`config.mk`:
```
export PLATFORM = sky130hd
export DESIGN_NAME = bwtlf_cmp
export DESIGN_NICKNAME = d
export VERILOG_FILES = /design/src/hw/rtl/bwtlf_pkg.sv /design/src/hw/rtl/bwtlf_cmp.sv
export SDC_FILE = /design/constraint.sdc
export NUM_CORES = 1
export LEC_CHECK = 0
export BUFFER_PORTS_ARGS = -buffer_cell sky130_fd_sc_hd__buf_4
export CORE_ASPECT_RATIO = 1.1
export CORE_MARGIN = 5
export CORE_UTILIZATION = 55
export DETAILED_ROUTE_END_ITERATION = 10
export GPL_ROUTABILITY_DRIVEN = 0
export GPL_TIMING_DRIVEN = 0
export PLACE_DENSITY = 0.89
export RECOVER_POWER = 25
export SETUP_SLACK_MARGIN = 0.4
export SYNTH_ARGS = -nofsm -noshare
export SYNTH_HDL_FRONTEND = slang
export SYNTH_SLANG_ARGS = --single-unit
```
`constraint.sdc`:
```
create_clock -name vclk -period 4.9
set_input_delay 0.49 -clock vclk [all_inputs]
set_output_delay 0.49 -clock vclk [all_outputs]
set_load 0.005 [all_outputs]
```
`src/hw/rtl/bwtlf_pkg.sv`:
```
// Package for the run-length LF index block: request/result structs, modes, status codes.
// No dependencies.
package bwtlf_pkg;

  localparam int FW = 13;

  localparam logic [1:0] MODE_LOAD  = 2'd0;
  localparam logic [1:0] MODE_QIDX  = 2'd1;
  localparam logic [1:0] MODE_QPOS  = 2'd2;
  localparam logic [1:0] MODE_CLEAR = 2'd3;

  localparam logic [1:0] ST_OK       = 2'd0;
  localparam logic [1:0] ST_OVERFLOW = 2'd1;
  localparam logic [1:0] ST_RANGE    = 2'd2;

  typedef struct packed {
    logic [1:0]    mode;
    logic [7:0]    symbol;
    logic [FW-1:0] operand;
  } req_t;

  typedef struct packed {
    logic [FW-1:0] run_index;
    logic [FW-1:0] run_start;
    logic [FW-1:0] lf_value;
    logic [1:0]    status;
  } rsp_t;

endpackage

```
`src/hw/rtl/bwtlf_cmp.sv`:
```
// Shared compare/add unit used by the count, prefix-sum, run, query and search steps.
// Depends on bwtlf_pkg.
module bwtlf_cmp import bwtlf_pkg::*; (
  input  logic [FW:0] a,
  input  logic [FW:0] b,
  output logic        le,
  output logic [FW:0] sum
);
  assign le  = (a <= b);
  assign sum = a + b;
endmodule

```
==> impl_summary.log, run 1 <==
INFO  metric finalNonFillerCells = 226
INFO  metric route.detailed.vias_per_inst = 5.62
INFO  metric hold_path_class = in -> out
INFO  metric vias = 1271
INFO  metric totalWireLength = 3.10 mm
INFO  metric synth_area = 1100 um^2
INFO  metric synth.top_cells.by_area = ha_1 31%, inv_1 8.6%, a21oi_1 5.5%
INFO  metric start_util = 0.560
INFO  metric i_o_pin_count = 43
INFO  metric grt_first_pass_wirelength = 5.03 mm
INFO  metric ant_nets = 0
INFO  metric first_pass_iters = 4
INFO  metric final_core_utilization = 0.743
INFO  metric cp_data_arrival_time = 2370 ps
INFO  metric drc = 0
INFO  metric synthCells = 155
INFO  metric floorplan.rows = 17
INFO  metric grt_use_met3 = 0.00796
INFO  metric fmaxAchievable = 350 MHz
INFO  metric post-synth-top-count-cell = ha_1
INFO  metric netlist_top_cells_count = 27 x ha_1, 25 x inv_1, 15 x nor2_1
INFO  metric worstSetupPathType = in -> out
INFO  metric final.hold.worst_slack = 1370 ps
INFO  metric post-cts-setup-buffer-count = 0
INFO  metric maxSlewHeadroom = 0.725
INFO  metric maxCapViolCount = 0
INFO  metric combined_area_of_the_multi_input_logic_cells = 985 um^2
INFO  metric layout.area.seq = 0 um^2
INFO  metric run_status = complete, no violations
INFO  metric initial_antenna_violation_count = 0
INFO  metric nFillCells = 171
INFO  metric timing.final.setup_violations = 0
INFO  metric hold_viol = 0
INFO  metric leakage = 0.000763 uW
INFO  metric pin_count_of_the_biggest_net_entering_global_routing = 11
INFO  metric placed_cells = 226
INFO  metric cts_hold_buf = 0
INFO  metric seq_cells = 0
INFO  metric fin_nets = 256
INFO  metric start_kind = input port
INFO  metric library_cell_with_the_largest_summed_area_after_synthesis = ha_1
INFO  metric final.setup.tns = 0 ps
INFO  metric power.ir.vdd_worst = 0.0000754 V
INFO  metric number_of_gates_resized_after_cts = 0
INFO  metric layout.clock_buffers = 0
INFO  metric critPathMaxFanout = 3
INFO  metric netlist.area_leader.share = 0.308
INFO  metric drive_gt1_frac = 0.258
INFO  metric antenna_cells_inserted = 0
INFO  metric gr-total-overflow = 0
INFO  metric total_die_area = 2990 um^2
INFO  metric globalRoute.busiestLayer = met2
INFO  metric worstSetupEndpointType = output pin
INFO  metric gr-usage-met2 = 0.410
INFO  metric synth_area_per_cell = 7.07 um^2
INFO  metric wl_per_cell = 13.7 um
INFO  metric synth_sequential_area_ratio = 0
INFO  metric cellPowerDensity = 124 nW/um^2
INFO  metric synth_warnings = 0
INFO  metric core-area = 1960 um^2
INFO  metric grt_util_met1 = 0.235
INFO  metric finalMaxSlewViolations = 0
INFO  metric global_route.usage.total = 0.205
INFO  metric die_w = 52.6 um
INFO  metric number_of_global_route_vias_before_repair = 1250
INFO  metric initialDrtViolationCount = 42
INFO  metric setup_repair_after_global_routing_missed_its_margin = no
INFO  metric chipHeight = 56.8 um
INFO  metric post-dp-hpwl = 2.68 mm
INFO  metric timing.final.crit_period = 2860 ps
INFO  metric worstMarginPinSlew = 409 ps
INFO  metric cp.required = 4410 ps
INFO  metric numPortBuffers = 43
INFO  metric layout-area-overhead-vs-synth = 32.6%
INFO  metric postSynthNetCount = 211
INFO  metric fin_crit_sh = 0.583
INFO  metric synth.lib_cells_used.distinct = 41
[through the flow]
stage	area [um^2]	setup WS (ps)	total power (uW)
6_report	1450	2040	180
2_1_floorplan	1100	2440	101
5_1_grt	1450	1930	197
3_3_place_gp	1450	2120	171
4_1_cts	1450	2070	180
3_5_place_dp	1450	2080	179
[critical path: stages]
cell	delay [ps]
buf_4	90
ha_1	160
inv_1	60
fa_1	400
o21bai_1	260
nand3_1	140
a21bo_1	230
nand4_1	80
nor4bb_1	300
buf_4	160
[per-layer routing]
| metal | share of wire | wire [um] |
|---|---|---|
| met5 | 0 | 0 |
| met1 | 0.38 | 1190 |
| met3 | 0.059 | 182 |
| met4 | 0.0048 | 15 |
| met2 | 0.55 | 1710 |
[cell type report]
class / instances / area share
Multi-Input combinational cell: 126 / 0.677
Inverter: 26 / 0.0671
Tap cell: 28 / 0.0241
Timing Repair Buffer: 43 / 0.222
Buffer: 3 / 0.00947
[cell usage in the layout, fill, tap and decap left out, types with 3 or more instances in the layout]
master	synthesis	final
buf_4	0	40
ha_1	27	27
inv_1	25	25
nor2_1	15	15
a21oi_1	12	12
nand3_1	6	6
xnor2_1	6	6
nand2_1	5	5
nor3_1	4	4
nor2b_1	4	4
nand4_1	4	4
nand2b_1	3	3
o21ai_0	3	3
xor2_1	3	3
clkbuf_4	0	3
[where the power goes]
group	internal (uW)	leakage (uW)	switching, uW
clock network	0	0	0
registers	0	0	0
logic	91.9	0.000763	87.7
total	91.9	0.000763	87.7
[final timing paths]
check / start / to / slack, ps / cells after the start
worst min-delay path: b[0] / sum[0] / 1370 / 4
worst max-delay path: a[0] / sum[10] / 2040 / 10
[cells by family (layout without fill, tap and decap cells)]
group	count (synthesis)	after routing	synth area share
AO/OA/AOI/OAI	40	40	0.268
XOR/XNOR	9	9	0.0719
buffers and inverters	29	72	0.102
adder cells (fa/ha/maj)	28	28	0.326
AND/OR/NAND/NOR	49	49	0.232
Note: power is estimated with default switching activity, not from simulation.
==> inputs of run 2 (changes only) <==
--- a/config.mk
+++ b/config.mk
@@ -8,11 +8,11 @@
 export BUFFER_PORTS_ARGS = -buffer_cell sky130_fd_sc_hd__buf_4
 export CORE_ASPECT_RATIO = 1.1
 export CORE_MARGIN = 5
-export CORE_UTILIZATION = 55
+export CORE_UTILIZATION = 52
 export DETAILED_ROUTE_END_ITERATION = 10
 export GPL_ROUTABILITY_DRIVEN = 0
 export GPL_TIMING_DRIVEN = 0
-export PLACE_DENSITY = 0.89
+export PLACE_DENSITY = 0.85
 export RECOVER_POWER = 25
 export SETUP_SLACK_MARGIN = 0.4
 export SYNTH_ARGS = -nofsm -noshare
==> constraint.sdc (replaced) <==
create_clock -name vclk -period 2.65
set_input_delay 0.265 -clock vclk [all_inputs]
set_output_delay 0.265 -clock vclk [all_outputs]
set_load 0.005 [all_outputs]
==> impl_summary.log, run 2 (synthesis gave the netlist of run 1 again) <==
INFO  metric leakage = 0.000794 uW (+3.9%)
INFO  metric seq_cells = 0 (unchanged)
INFO  metric drc = 0 (unchanged)
INFO  metric vias = 1295 (+1.9%)
INFO  metric timing.final.crit_period = 2270 ps
INFO  metric numPortBuffers = 43 (unchanged)
INFO  metric fin_ws = 379 ps (-1660 ps)
INFO  metric share_clk_of_total_power = 0 (unchanged)
INFO  metric run_status = complete, no violations
INFO  metric pin_count_of_the_biggest_net_entering_global_routing = 11 (unchanged)
INFO  metric floorplan.rows = 17 (unchanged)
INFO  metric worstSetupEndpointType = output pin
INFO  metric layout-area-overhead-vs-synth = 39.3%
INFO  metric initialDrtViolationCount = 38 (-9.5%)
INFO  metric gr-total-overflow = 0 (unchanged)
INFO  metric wl_per_cell = 13.4 um (-2.2%)
INFO  metric fmaxAchievable = 440 MHz
INFO  metric first_pass_iters = 4 (unchanged)
INFO  metric ant_nets = 0 (unchanged)
INFO  metric start_util = 0.542 (-0.0177)
INFO  metric layout.area.seq = 0 um^2 (unchanged)
INFO  metric hold_path_class = in -> out
INFO  metric globalRoute.busiestLayer = met2
INFO  metric comb_power_share = 1.000 (about the same)
INFO  metric global_route.usage.total = 0.183 (-0.0219)
INFO  metric core-area = 2020 um^2 (+3.3%)
INFO  metric total_die_area = 3130 um^2 (+4.7%)
INFO  metric grt_use_met3 = 0.00257 (-0.00539)
INFO  metric power.ir.vdd_worst = 0.000137 V (+82%)
INFO  metric finalNonFillerCells = 229 (+1.3%)
INFO  metric power.share.switching = 0.479 (-0.00936)
INFO  metric chipHeight = 58.2 um (+2.3%)
INFO  metric post-dp-hpwl = 2.44 mm (-9.2%)
INFO  metric maxCapViolCount = 0 (unchanged)
INFO  metric nFillCells = 167 (-2.3%)
INFO  metric final.setup.tns = 0 ps (unchanged)
INFO  metric grt_first_pass_wirelength = 4.62 mm (-8.1%)
INFO  metric initial_antenna_violation_count = 0 (unchanged)
INFO  metric post_dp_cell_area = 1450 um^2 (unchanged)
INFO  metric cp_data_arrival_time = 2010 ps (-360 ps)
INFO  metric cts_hold_buf = 0 (unchanged)
INFO  metric maxSlewHeadroom = 0.777 (+0.0522)
INFO  metric finalMaxSlewViolations = 0 (unchanged)
INFO  metric preCtsSetupSlack = 309 ps (-1770 ps)
INFO  metric worstMarginPinSlew = 330 ps (-78.6 ps)
INFO  metric start_kind = input port
INFO  metric fin_crit_sh = 0.857
INFO  metric power_frac_seq = 0 (unchanged)
INFO  metric critPathMaxFanout = 2 (-1)
INFO  metric cellPowerDensity = 230 nW/um^2 (+86%)
INFO  metric worstSetupPathType = in -> out
INFO  metric antenna_cells_inserted = 0 (unchanged)
INFO  metric die_w = 53.8 um (+2.3%)
INFO  metric hold_viol = 0 (unchanged)
INFO  metric netSwitchingPower = 168 uW (+92%)
INFO  metric placed_cells = 226 (unchanged)
INFO  metric final.hold.worst_slack = 910 ps (-456 ps)
INFO  metric layout.clock_buffers = 0 (unchanged)
INFO  metric mostFrequentLayoutCells = 44 x buf_4, 27 x ha_1, 24 x inv_1, 15 x nor2_1, 12 x a21oi_1
INFO  metric setup_repair_after_global_routing_missed_its_margin = yes
INFO  metric gr-usage-met2 = 0.355 (-0.0549)
INFO  metric grt_util_met1 = 0.222 (-0.0133)
INFO  metric fin_nets = 259 (+1.2%)
INFO  metric internal-power = 183 uW (+99%)
INFO  metric layout.cell_area.non_filler = 1530 um^2 (+5.0%)
INFO  metric cp.required = 2380 ps (-2030 ps)
INFO  metric number_of_global_route_vias_before_repair = 1131 (-9.5%)
INFO  metric final_common_cell = buf_4
INFO  metric drive_gt1_frac = 0.303 (+0.0459)
INFO  metric route.detailed.vias_per_inst = 5.66 (+0.55%)
INFO  metric i_o_pin_count = 43 (unchanged)
INFO  metric totalWireLength = 3.07 mm (-0.90%)
INFO  metric timing.final.setup_violations = 0 (unchanged)
==> run 2: cell count changes in the layout (fill, tap and decap cells not counted), sizes merged <==
cell	change
clkbuf	-2
buf	+5
==> run 2: repair_timing <==
action,CTS,global route
cloned,0,0
pin swaps,1,7
endpoints found under the hold margin,0,0
setup buffers,1,2
endpoints found under the setup margin,1,5
resized for setup,2,11
==> run 2: critical path, stage by stage <==
cell      delay [ps]
buf_4             90
ha_1             180
inv_2             50
fa_1             480
o21bai_4         180
nand3_1          110
a21bo_1          210
a21boi_1         230
nor4bb_4          70
buf_4            150
==> run 2: metal layers <==
layer	up-vias	routed length (um)
li1	630	-
met3	6	210
met4	0	27
met5	-	0
met2	56	1650
met1	603	1170
==> run 2: worst paths after layout <==
path,from,endpoint,slack [ps],cells past startpoint
min,b[0],sum[0],910,4
max,b[0],sum[10],380,10
==> run 2: power by group through the flow <==
stage	clock (uW)	sequential, uW	combinational (uW)
after floorplan	0	0	187
after global placement	0	0	317
after detailed placement	0	0	326
after CTS	0	0	333
after global routing	0	0	385
final	0	0	351
==> run 2: per-stage QoR <==
step                total power (uW)  utilization
floorplan                        187            -
global placement                 317        0.720
detailed placement               326        0.720
CTS                              333        0.728
global route                     385        0.755
finish                           351        0.755
==> run 2: final cells by class <==
| type | count | area (um^2) | area share |
|---|---|---|---|
| timing repair buffer | 46 | 349 | 0.229 |
| buffer | 3 | 13.8 | 0.00902 |
| tap | 28 | 35.0 | 0.0230 |
| inverter | 26 | 97.6 | 0.0639 |
| multi-input combinational | 126 | 1030 | 0.675 |
==> inputs of run 3 (changes only) <==
--- a/config.mk
+++ b/config.mk
@@ -7,7 +7,7 @@
 export LEC_CHECK = 0
 export BUFFER_PORTS_ARGS = -buffer_cell sky130_fd_sc_hd__buf_4
 export CORE_ASPECT_RATIO = 1.1
-export CORE_MARGIN = 5
+export CORE_MARGIN = 4
 export CORE_UTILIZATION = 52
 export DETAILED_ROUTE_END_ITERATION = 10
 export GPL_ROUTABILITY_DRIVEN = 0
==> impl_summary.log, run 3 (synthesis gave the netlist of run 1 again) <==
INFO  metric run_status = complete, no violations
INFO  metric ant_nets = 0 (unchanged)
INFO  metric first_pass_iters = 4 (unchanged)
INFO  metric i_o_pin_count = 43 (unchanged)
INFO  metric vias = 1261 (-2.6%)
INFO  metric maxCapViolCount = 0 (unchanged)
INFO  metric route.detailed.vias_per_inst = 5.56 (-1.8%)
INFO  metric fin_nets = 257 (-0.77%)
INFO  metric initial_antenna_violation_count = 0 (unchanged)
INFO  metric layout.cell_area.non_filler = 1500 um^2 (-1.6%)
INFO  metric initialDrtViolationCount = 34 (-11%)
INFO  metric mostFrequentLayoutCells = 42 x buf_4, 27 x ha_1, 25 x inv_1, 15 x nor2_1, 12 x a21oi_1
INFO  metric number_of_global_route_vias_before_repair = 1170 (+3.4%)
INFO  metric timing.final.setup_violations = 0 (unchanged)
INFO  metric cp.required = 2380 ps (about the same)
INFO  metric final.setup.tns = 0 ps (unchanged)
INFO  metric wl_met1 = 1.24 mm (+5.2%)
INFO  metric final_common_cell = buf_4
INFO  metric cp-startpoint = a[0]
INFO  metric hold_viol = 0 (unchanged)
INFO  metric nFillCells = 178 (+6.6%)
INFO  metric antenna_cells_inserted = 0 (unchanged)
INFO  metric post_dp_cell_area = 1450 um^2 (unchanged)
INFO  metric finalMaxSlewViolations = 0 (unchanged)
INFO  metric finalPower = 346 uW (-1.4%)
INFO  metric timing.final.crit_period = 2280 ps (+11.2 ps)
INFO  metric global_route.usage.total = 0.190 (+0.00698)
INFO  metric cp_data_arrival_time = 2020 ps (about the same)
INFO  metric worstMarginPinSlew = 438 ps (+107 ps)
INFO  metric cts_hold_buf = 0 (unchanged)
INFO  metric highest-signal-layer = met4
INFO  metric wl_per_cell = 12.9 um (-4.1%)
INFO  metric seq_cells = 0 (unchanged)
INFO  metric hold_path_class = in -> out
INFO  metric start_kind = input port
INFO  metric die_w = 51.8 um (-3.7%)
INFO  metric leakage = 0.000782 uW (-1.5%)
INFO  metric core-area = 2000 um^2 (-1.1%)
INFO  metric gr-total-overflow = 0 (unchanged)
INFO  metric cellPowerDensity = 230 nW/um^2 (+0.16%)
INFO  metric fin_ws = 368 ps (-11.2 ps)
INFO  metric post-dp-hpwl = 2.37 mm (-2.6%)
INFO  metric total_die_area = 2910 um^2 (-7.0%)
INFO  metric max_stage_delay = 430 ps (-50 ps)
INFO  metric drive_gt1_frac = 0.281 (-0.0221)
INFO  metric wl_met3 = 149 um (-29%)
INFO  metric floorplan.rows = 17 (unchanged)
INFO  metric totalWireLength = 2.92 mm (-4.9%)
INFO  metric layout.clock_buffers = 0 (unchanged)
INFO  metric cp.buffers_inverters = 4 (+1)
INFO  metric chipHeight = 56.2 um (-3.4%)
INFO  metric final_core_utilization = 0.752 (-0.00385)
INFO  metric numPortBuffers = 43 (unchanged)
INFO  metric layout.area.seq = 0 um^2 (unchanged)
INFO  metric cp_cell_sequence = buf_4 > ha_1 > inv_1 > fa_1 > o21bai_4 > buf_4 > a31oi_1 > o21ai_1 > a31oi_1 > xnor2_1 > buf_4
INFO  metric grt_first_pass_wirelength = 4.60 mm (-0.61%)
INFO  metric layout-area-overhead-vs-synth = 37.1%
INFO  metric worst_path_dominant_cell_family = adder cells
INFO  metric fmaxAchievable = 438 MHz (-0.49%)
INFO  metric critPathMaxFanout = 2 (unchanged)
INFO  metric start_util = 0.548 (+0.00577)
INFO  metric power.ir.vdd_worst = 0.000142 V (+3.3%)
INFO  metric crit_slowest_cell = fa_1
INFO  metric worstSetupEndpointType = output pin
INFO  metric setup_repair_after_global_routing_missed_its_margin = yes
INFO  metric pin_count_of_the_biggest_net_entering_global_routing = 11 (unchanged)
INFO  metric met2WireLength = 1.52 mm (-8.3%)
INFO  metric drc = 0 (unchanged)
INFO  metric preCtsSetupSlack = 269 ps (-39.8 ps)
INFO  metric cp_common_cell = buf_4
INFO  metric maxSlewHeadroom = 0.706 (-0.0714)
INFO  metric hold_start = b[0]
INFO  metric fin_crit_sh = 0.861 (+0.00421)
INFO  metric worstSetupPathType = in -> out
==> run 3: layout make-up <==
| type | count | area [um^2] | share of cell area |
|---|---|---|---|
| Inverter | 26 | 97.6 | 0.0649 |
| Multi-Input combinational cell | 126 | 1030 | 0.683 |
| Tap cell | 28 | 35.0 | 0.0233 |
| Buffer | 3 | 13.8 | 0.00916 |
| Timing Repair Buffer | 44 | 330 | 0.220 |
==> run 3: final timing paths <==
path / end / slack (ps) / depth (start not counted)
worst max-delay path: sum[12] / 370 / 11
worst min-delay path: sum[0] / 910 / 4
==> run 3: through the flow <==
step / std cells / hold WS, ps
after floorplan: 155 / 684
after global placement: 226 / 906
after detailed placement: 226 / 907
after CTS: 227 / 910
after global routing: 227 / 936
final: 227 / 909
==> run 3: repair_timing <==
action,CTS,global route
pin swaps,1,0
gates cloned,0,0
endpoints found under the setup margin,1,4
resized for setup,3,6
setup buffers,1,0
==> run 3: routing by layer <==
| metal | track usage | up-vias |
|---|---|---|
| li1 | - | 629 |
| met1 | 0.237 | 581 |
| met2 | 0.360 | 49 |
| met3 | 0 | 2 |
| met4 | 0.0300 | 0 |
| met5 | 0 | - |
==> run 3: report_power, final <==
group,leakage [uW],total [uW],internal [uW],switching (uW)
registers,0,0,0,0
clock network,0,0,0,0
logic,0.000782,346,180,166
==> run 3: worst min-delay path, stage by stage <==
cell and delay (ps):
buf_4 80, ha_1 130, inv_1 40, clkbuf_4 130
